$ cat config.mk
export PLATFORM = sky130hd
export DESIGN_NAME = pc1_stream_cipher_128_unit_flat
export DESIGN_NICKNAME = d
export VERILOG_FILES = /design/src/rtl/core/pc1_pkg.sv /design/src/rtl/core/pc1_if.sv /design/src/rtl/core/pc1_stream_cipher_128_unit.sv /design/src/flat_wrapper.sv
export SDC_FILE = /design/constraint.sdc
export NUM_CORES = 1
export LEC_CHECK = 0
export ABC_AREA = 1
export BUFFER_PORTS_ARGS = -buffer_cell sky130_fd_sc_hd__buf_2
export CAP_MARGIN = 20
export CORE_MARGIN = 2
export CORE_UTILIZATION = 60
export DETAILED_ROUTE_END_ITERATION = 10
export GPL_ROUTABILITY_DRIVEN = 0
export HOLD_SLACK_MARGIN = 0.12
export PLACE_DENSITY = 0.79
export SLEW_MARGIN = 10
export SYNTH_ARGS = -nofsm -noshare
export SYNTH_HDL_FRONTEND = slang
export SYNTH_SLANG_ARGS = --single-unit
$ cat constraint.sdc
create_clock -name clock -period 9 [get_ports clock]
set_clock_uncertainty 0.05 [all_clocks]
set_input_delay 0.9 -clock clock [delete_from_list [all_inputs] [get_ports clock]]
set_output_delay 0.9 -clock clock [all_outputs]
set_load 0.02 [all_outputs]
$ cat src/rtl/core/pc1_pkg.sv
// shared types and constants of the pc1 stream cipher unit
`timescale 1ns / 1ps

package pc1_pkg;

   localparam int unsigned BYTE_WIDTH      = 8;
   localparam int unsigned WORD_WIDTH      = 16;
   localparam int unsigned KEY_HALF_WIDTH  = 64;
   localparam int unsigned KEY_WORDS       = 8;
   localparam int unsigned ROUND_WIDTH     = $clog2(KEY_WORDS);
   localparam int unsigned CSR_INDEX_WIDTH = 2;
   localparam int unsigned CSR_DATA_WIDTH  = 64;

   localparam logic [WORD_WIDTH-1:0] MUL_A = 16'h4E35;
   localparam logic [WORD_WIDTH-1:0] MUL_B = 16'h015A;

   localparam logic [ROUND_WIDTH-1:0] LAST_ROUND = ROUND_WIDTH'(KEY_WORDS - 1);

   // configuration register indexes
   localparam logic [CSR_INDEX_WIDTH-1:0] CSR_KEY_HIGH  = 2'd0;
   localparam logic [CSR_INDEX_WIDTH-1:0] CSR_KEY_LOW   = 2'd1;
   localparam logic [CSR_INDEX_WIDTH-1:0] CSR_DIRECTION = 2'd2;

   localparam logic DIR_ENCRYPT = 1'b0;

   typedef logic [0:KEY_WORDS-1][WORD_WIDTH-1:0] key_words_type;

   typedef enum logic [4:0] {
      ST_IDLE   = 5'b00001,
      ST_MUL_AB = 5'b00010,
      ST_MUL_DA = 5'b00100,
      ST_MUL_AA = 5'b01000,
      ST_FINISH = 5'b10000
   } state_type;

endpackage

$ cat src/rtl/core/pc1_if.sv
// valid/ready channel interfaces of the pc1 stream cipher unit
`timescale 1ns / 1ps

interface pc1_req_if;
   logic                             valid;
   logic                             ready;
   logic [pc1_pkg::BYTE_WIDTH-1:0]   data_in;
   logic                             start_req;

   modport source (output valid, output data_in, output start_req, input ready);
   modport sink   (input valid, input data_in, input start_req, output ready);
endinterface

interface pc1_rsp_if;
   logic                             valid;
   logic                             ready;
   logic [pc1_pkg::BYTE_WIDTH-1:0]   data_out;

   modport source (output valid, output data_out, input ready);
   modport sink   (input valid, input data_out, output ready);
endinterface

interface pc1_csr_if;
   logic                                  valid;
   logic                                  ready;
   logic [pc1_pkg::CSR_INDEX_WIDTH-1:0]   index;
   logic [pc1_pkg::CSR_DATA_WIDTH-1:0]    data;

   modport source (output valid, output index, output data, input ready);
   modport sink   (input valid, input index, input data, output ready);
endinterface

$ cat src/rtl/core/pc1_stream_cipher_128_unit.sv
// pc1 stream cipher with a 128-bit key, one byte per request beat
`timescale 1ns / 1ps

// Usage:
//   req_chan  : one beat per byte, data_in plus start_req; start_req reloads the
//               working key from the key registers and clears the chaining words.
//   rsp_chan  : one beat per request, data_out = data_in xor keystream byte.
//   csr_chan  : register writes (0 key_high, 1 key_low, 2 direction), always ready;
//               write only while no byte is in flight. unknown indexes are dropped.
// Timing:
//   a byte runs on the shared 16x16 multiplier (8 rounds of three
//   products each) plus one finish step; rsp_chan.valid rises and
//   req_chan.ready returns in the same cycle.
//   req_chan.ready is low while a byte is being worked on.
// Stall: the result sits in an output register; a new byte is accepted while
//   it waits, but that byte's finish step holds until the register is free.
// Reset: clears the key registers, working key, chaining words and rsp valid.
module pc1_stream_cipher_128_unit (
   input  logic          clock,
   input  logic          reset,
   pc1_req_if.sink       req_chan,
   pc1_rsp_if.source     rsp_chan,
   pc1_csr_if.sink       csr_chan
);

   localparam int unsigned BW = pc1_pkg::BYTE_WIDTH;
   localparam int unsigned WW = pc1_pkg::WORD_WIDTH;
   localparam int unsigned RW = pc1_pkg::ROUND_WIDTH;

   pc1_pkg::state_type               state_ff, state_in;
   logic [pc1_pkg::KEY_HALF_WIDTH-1:0] key_high_ff, key_high_in;
   logic [pc1_pkg::KEY_HALF_WIDTH-1:0] key_low_ff, key_low_in;
   logic                             direction_ff, direction_in;
   pc1_pkg::key_words_type           key_ff, key_in;
   logic [WW-1:0]                    sum_ff, sum_in;
   logic [WW-1:0]                    chain_ff, chain_in;
   logic [WW-1:0]                    prod_ff, prod_in;
   logic [WW-1:0]                    a_ff, a_in;
   logic [WW-1:0]                    cx_ff, cx_in;
   logic [WW-1:0]                    acc_ff, acc_in;
   logic [RW-1:0]                    round_ff, round_in;
   logic [BW-1:0]                    din_ff, din_in;
   logic                             rsp_valid_ff, rsp_valid_in;
   logic [BW-1:0]                    rsp_data_ff, rsp_data_in;

   logic [WW-1:0]   ax;
   logic [WW-1:0]   a_cur;
   logic [WW-1:0]   d_cur;
   logic [WW-1:0]   mul_op;
   logic [WW-1:0]   mul_k;
   logic [2*WW-1:0] mul_full;
   logic [WW-1:0]   w_final;
   logic [BW-1:0]   ks;
   logic [BW-1:0]   dout;
   logic [BW-1:0]   mix;
   logic            req_beat;
   logic            out_free;

   assign req_chan.ready    = (state_ff == pc1_pkg::ST_IDLE);
   assign csr_chan.ready    = 1'b1;
   assign rsp_chan.valid    = rsp_valid_ff;
   assign rsp_chan.data_out = rsp_data_ff;

   assign req_beat = req_chan.valid && req_chan.ready;
   assign out_free = !rsp_valid_ff || rsp_chan.ready;

   // previous round's a-result, still in the product register
   assign ax    = prod_ff + WW'(1);
   assign a_cur = ((round_ff == '0) ? '0 : ax) ^ key_ff[round_ff];
   assign d_cur = chain_ff + WW'(round_ff);

   // shared multiplier operand selection
   always_comb begin
      unique case (state_ff)
         pc1_pkg::ST_MUL_AB: begin
            mul_op = a_cur;
            mul_k  = pc1_pkg::MUL_B;
         end
         pc1_pkg::ST_MUL_DA: begin
            mul_op = d_cur;
            mul_k  = pc1_pkg::MUL_A;
         end
         default: begin
            mul_op = a_ff;
            mul_k  = pc1_pkg::MUL_A;
         end
      endcase
   end

   assign mul_full = mul_op * mul_k;

   assign w_final = acc_ff ^ ax ^ chain_ff;
   assign ks      = w_final[WW-1:BW] ^ w_final[BW-1:0];
   assign dout    = din_ff ^ ks;
   assign mix     = (direction_ff == pc1_pkg::DIR_ENCRYPT) ? din_ff : dout;

   always_comb begin
      key_high_in  = key_high_ff;
      key_low_in   = key_low_ff;
      direction_in = direction_ff;
      if (csr_chan.valid && csr_chan.ready) begin
         unique case (csr_chan.index)
            pc1_pkg::CSR_KEY_HIGH:  key_high_in  = csr_chan.data;
            pc1_pkg::CSR_KEY_LOW:   key_low_in   = csr_chan.data;
            pc1_pkg::CSR_DIRECTION: direction_in = csr_chan.data[0];
            default: ;
         endcase
      end
   end

   always_comb begin
      state_in     = state_ff;
      key_in       = key_ff;
      sum_in       = sum_ff;
      chain_in     = chain_ff;
      prod_in      = prod_ff;
      a_in         = a_ff;
      cx_in        = cx_ff;
      acc_in       = acc_ff;
      round_in     = round_ff;
      din_in       = din_ff;
      rsp_data_in  = rsp_data_ff;
      rsp_valid_in = rsp_valid_ff && !rsp_chan.ready;

      unique case (state_ff)
         pc1_pkg::ST_IDLE: begin
            if (req_beat) begin
               din_in   = req_chan.data_in;
               round_in = '0;
               acc_in   = '0;
               if (req_chan.start_req) begin
                  key_in   = {key_high_ff, key_low_ff};
                  sum_in   = '0;
                  chain_in = '0;
               end
               state_in = pc1_pkg::ST_MUL_AB;
            end
         end
         pc1_pkg::ST_MUL_AB: begin
            a_in    = a_cur;
            prod_in = mul_full[WW-1:0];
            if (round_ff != '0) begin
               acc_in = acc_ff ^ ax ^ chain_ff;
            end
            state_in = pc1_pkg::ST_MUL_DA;
         end
         pc1_pkg::ST_MUL_DA: begin
            // chain needs the old sum, so fold it in before replacing it
            cx_in    = prod_ff + sum_ff;
            sum_in   = prod_ff;
            prod_in  = mul_full[WW-1:0];
            state_in = pc1_pkg::ST_MUL_AA;
         end
         pc1_pkg::ST_MUL_AA: begin
            chain_in = cx_ff + prod_ff;
            prod_in  = mul_full[WW-1:0];
            if (round_ff == pc1_pkg::LAST_ROUND) begin
               state_in = pc1_pkg::ST_FINISH;
            end else begin
               round_in = round_ff + RW'(1);
               state_in = pc1_pkg::ST_MUL_AB;
            end
         end
         pc1_pkg::ST_FINISH: begin
            if (out_free) begin
               rsp_data_in  = dout;
               rsp_valid_in = 1'b1;
               key_in       = key_ff ^ {(pc1_pkg::KEY_WORDS * WW / BW){mix}};
               state_in     = pc1_pkg::ST_IDLE;
            end
         end
         default: begin
            state_in = pc1_pkg::ST_IDLE;
         end
      endcase
   end

   always_ff @(posedge clock) begin
      if (reset) begin
         state_ff     <= pc1_pkg::ST_IDLE;
         key_high_ff  <= '0;
         key_low_ff   <= '0;
         direction_ff <= 1'b0;
         key_ff       <= '0;
         sum_ff       <= '0;
         chain_ff     <= '0;
         rsp_valid_ff <= 1'b0;
      end else begin
         state_ff     <= state_in;
         key_high_ff  <= key_high_in;
         key_low_ff   <= key_low_in;
         direction_ff <= direction_in;
         key_ff       <= key_in;
         sum_ff       <= sum_in;
         chain_ff     <= chain_in;
         rsp_valid_ff <= rsp_valid_in;
      end
   end

   always_ff @(posedge clock) begin
      prod_ff     <= prod_in;
      a_ff        <= a_in;
      cx_ff       <= cx_in;
      acc_ff      <= acc_in;
      round_ff    <= round_in;
      din_ff      <= din_in;
      rsp_data_ff <= rsp_data_in;
   end

endmodule

$ cat src/flat_wrapper.sv
// flat-port wrapper written by rule: the top's interface ports become plain ports
module pc1_stream_cipher_128_unit_flat 
  (clock, reset, req_chan_valid, req_chan_data_in, req_chan_start_req, req_chan_ready, rsp_chan_valid, rsp_chan_data_out, rsp_chan_ready, csr_chan_valid, csr_chan_index, csr_chan_data, csr_chan_ready);
  pc1_req_if req_chan_i ();
  pc1_rsp_if rsp_chan_i ();
  pc1_csr_if csr_chan_i ();
  input  logic clock;
  input  logic reset;
  input wire logic [$bits(req_chan_i.valid)-1:0] req_chan_valid;
  input wire logic [$bits(req_chan_i.data_in)-1:0] req_chan_data_in;
  input wire logic [$bits(req_chan_i.start_req)-1:0] req_chan_start_req;
  output wire logic [$bits(req_chan_i.ready)-1:0] req_chan_ready;
  output wire logic [$bits(rsp_chan_i.valid)-1:0] rsp_chan_valid;
  output wire logic [$bits(rsp_chan_i.data_out)-1:0] rsp_chan_data_out;
  input wire logic [$bits(rsp_chan_i.ready)-1:0] rsp_chan_ready;
  input wire logic [$bits(csr_chan_i.valid)-1:0] csr_chan_valid;
  input wire logic [$bits(csr_chan_i.index)-1:0] csr_chan_index;
  input wire logic [$bits(csr_chan_i.data)-1:0] csr_chan_data;
  output wire logic [$bits(csr_chan_i.ready)-1:0] csr_chan_ready;
  assign req_chan_i.valid = req_chan_valid;
  assign req_chan_i.data_in = req_chan_data_in;
  assign req_chan_i.start_req = req_chan_start_req;
  assign req_chan_ready = req_chan_i.ready;
  assign rsp_chan_valid = rsp_chan_i.valid;
  assign rsp_chan_data_out = rsp_chan_i.data_out;
  assign rsp_chan_i.ready = rsp_chan_ready;
  assign csr_chan_i.valid = csr_chan_valid;
  assign csr_chan_i.index = csr_chan_index;
  assign csr_chan_i.data = csr_chan_data;
  assign csr_chan_ready = csr_chan_i.ready;
  pc1_stream_cipher_128_unit u_core (.clock(clock), .reset(reset), .req_chan(req_chan_i), .rsp_chan(rsp_chan_i), .csr_chan(csr_chan_i));
endmodule
==> flow_summary.json <==
{
  "dr.pass1.iters": 10,
  "worstMarginPinSlew_ns": 1.07,
  "reg2reg_setup_slack_ns": 0.97,
  "met2_length_mm": 33.5,
  "synth-adder-area-share": 0.103,
  "routed_via_density": 5.91,
  "insertion_delay_ns": 0.58,
  "path_class": "flip-flop to flip-flop",
  "overflow": 0,
  "tns_ns": 0,
  "met1_length_mm": 26.2,
  "grt_pass1_vias": 21700,
  "startpoint_type": "flip-flop",
  "fin_crit_ns": 8.03,
  "grt_antenna_before_repair": 0,
  "die_h_um": 202,
  "cts_buffer_depth": 3,
  "io_buffers": 89,
  "clk_pin_slew_ns": 0.06,
  "r2r_cells": 35,
  "nNetsFinal": 3529,
  "layout_commonest_cell": "nand2_1",
  "drive_above_1_share": 0.0659,
  "finalHoldViolCount": 0,
  "postCtsHoldBufs": 0,
  "final_cell_mix": "743 x nand2_1, 525 x a21oi_1, 440 x inv_1",
  "yosys_warnings": 0,
  "ant_nets": 0,
  "route.met3.wl_mm": 6.17,
  "synth_top_family_by_area": "simple AND/OR/NAND/NOR gates",
  "cts_setup_buffers": 0,
  "yosys.area.top_type": "dfxtp_1",
  "areaGrowthSynthToFinish_pct": 8.35,
  "die_w_um": 202,
  "finalPower_mw": 11.8,
  "routed_wl_mm": 71.4,
  "hold_start": "u_core.key_low_ff[63]",
  "cts_made_buffers": 43,
  "whs_endpoint": "u_core.key_low_ff[63]",
  "synth_area_per_cell_um2": 7.09,
  "cp.required_ns": 9.29,
  "outcome": "complete, no violations",
  "die_area_um2": 40900,
  "drc": 0,
  "synth_compound_area_frac": 0.183,
  "end_kind": "flip-flop",
  "r2r_end": "u_core.prod_ff[15]",
  "synth_top_area_share": 0.251,
  "core_um2": 38700,
  "min_path_type": "flip-flop to flip-flop",
  "ios": 91,
  "worstReg2RegStart": "u_core.round_ff[1]",
  "initial_core_util": 0.608,
  "post-dp-hpwl_mm": 50.8,
  "highest_layer": "met4",
  "min_path_cells": 2,
  "drv_slew": 0,
  "grt_util_all_layers": 0.346,
  "p_leak_nw": 10.2,
  "ys_seq_area_frac": 0.356,
  "synthMuxAreaShare": 0,
  "maxCapViolCount": 0,
  "ctsResizeCount": 0,
  "final.period_utilization": 0.892,
  "critPathSlowestCell": "fa_1",
  "synth_edf_count": 83,
  "arrival_ns": 8.32,
  "power_density_nw_per_um2": 460,
  "cts_tree": "done",
  "path_max_fanout": 36,
  "grt_pass1_wl_mm": 112,
  "synthTopCellsByArea": "dfxtp_1 25%, nand2_1 12%, a21oi_1 11%",
  "synth-main-ff-cell": "dfxtp_1",
  "num_rows": 72,
  "grt_max_degree": 110,
  "synth_simple_gate_area_frac": 0.220,
  "synthCells": 3321,
  "path_common_cell": "nand2_1",
  "synth_xor_area_frac": 0.0296,
  "yosysUniqueCellTypes": 52,
  "syn_area_um2": 23600,
  "diodes": 0,
  "cts_max_level": 2,
  "critPathMaxStageDelay_ns": 0.50,
  "root_buffer": "clkbuf_16",
  "wl_per_cell_um": 18.6,
  "relSlewSlack": 0.285,
  "final-setup-viol-count": 0,
  "drtIter0Drc": 2508,
  "synthArstFlopShare": 0,
  "vias": 22700,
  "vdd_drop_max_mv": 1.02,
  "syn_nets": 3559,
  "fmax_mhz": 125,
  "yosys_register_bits": 378,
  "cts_sinks": 378,
  "rsz0062_at_grt": "no"
}
[layout make-up]
| type | count | area [um2] |
|---|---|---|
| fillers | 3314 | 13200 |
| multi-input cells | 2304 | 12700 |
| flip-flops and latches | 378 | 8400 |
| inverters | 449 | 1690 |
| clock buffers | 64 | 1300 |
| repair buffers | 115 | 671 |
| well taps | 518 | 648 |
| clock inverters | 12 | 151 |
[how the worst max path moves through the flow]
stage,startpoint,endpoint,slack [ns],cells after the start
floorplan,u_core.round_ff[1],u_core.prod_ff[15],1.78,36
global placement,u_core.round_ff[1],u_core.prod_ff[15],1.37,34
detailed placement,u_core.round_ff[1],u_core.prod_ff[15],1.18,35
CTS,u_core.round_ff[1],u_core.prod_ff[15],1.16,35
global route,u_core.round_ff[1],u_core.prod_ff[15],0.44,35
finish,u_core.round_ff[1],u_core.prod_ff[15],0.97,35
[logic make-up after synthesis]
family | count (synthesis)
buffers and inverters | 639
and+or+nand+nor | 1226
adders and majority gates | 158
xor gates and xnor gates | 78
AOI/OAI and AO/OA | 841
other | 1
DFF | 378
[metal layers]
layer / vias up / global-route usage
met4: 0 / 0.223
met1: 10500 / 0.411
met3: 348 / 0.0537
met2: 1170 / 0.587
li1: 10700 / -
met5: - / 0
[sequential cells by signal, summed over array words and instances, names as in the netlist]
name                      cells
u_core.prod_ff               16
u_core.a_ff                  16
u_core.state_ff               5
u_core.rsp_chan.data_out      8
u_core.rsp_chan.valid         1
u_core.cx_ff                 16
u_core.sum_ff                16
u_core.din_ff                 8
u_core.acc_ff                16
u_core.key_high_ff           64
u_core.chain_ff              16
u_core.key_ff               128
u_core.round_ff               3
u_core.key_low_ff            64
u_core.direction_ff           1
[critical path, delay by kind of cell (launching register included)]
| kind | cells | cell delay, ns |
|---|---|---|
| flip-flops | 1 | 0.32 |
| buffers and inverters | 10 | 1.42 |
| AO/OA/AOI/OAI | 2 | 0.31 |
| AND/OR/NAND/NOR | 14 | 1.90 |
| XOR/XNOR | 1 | 0.16 |
| adder cells (fa/ha/maj) | 8 | 3.57 |
[cells in the mapped netlist, types with 45 or more instances]
| cell | count |
|---|---|
| nand3_1 | 257 |
| o21ai_1 | 45 |
| edfxtp_1 | 83 |
| nor2_1 | 153 |
| nand2_1 | 743 |
| clkbuf_1 | 110 |
| inv_1 | 443 |
| ha_1 | 98 |
| fa_1 | 60 |
| dfxtp_1 | 295 |
| a21oi_1 | 525 |
| o21ai_0 | 231 |
| buf_2 | 53 |
[stage by stage]
stage           util  cell area (um2)  hold slack (ns)  worst slack (ns)  instances
2_1_floorplan      -            23600            0.380              1.78       3321
5_1_grt        0.659            25500            0.412             0.443       3840
3_3_place_gp   0.620            24000            0.391              1.37       3761
6_report       0.659            25500            0.401             0.974       3840
3_5_place_dp   0.620            24000            0.396              1.18       3761
4_1_cts        0.658            25500            0.404              1.16       3837
[power breakdown]
part / internal [mW] / switching (mW) / leakage, nW / total [mW]
Sequential: 2.24 / 0.245 / 3.17 / 2.49
Clock: 1.09 / 0.725 / 0.710 / 1.81
Combinational: 2.58 / 4.88 / 6.36 / 7.45
Note: power is estimated with default switching activity, not from simulation.
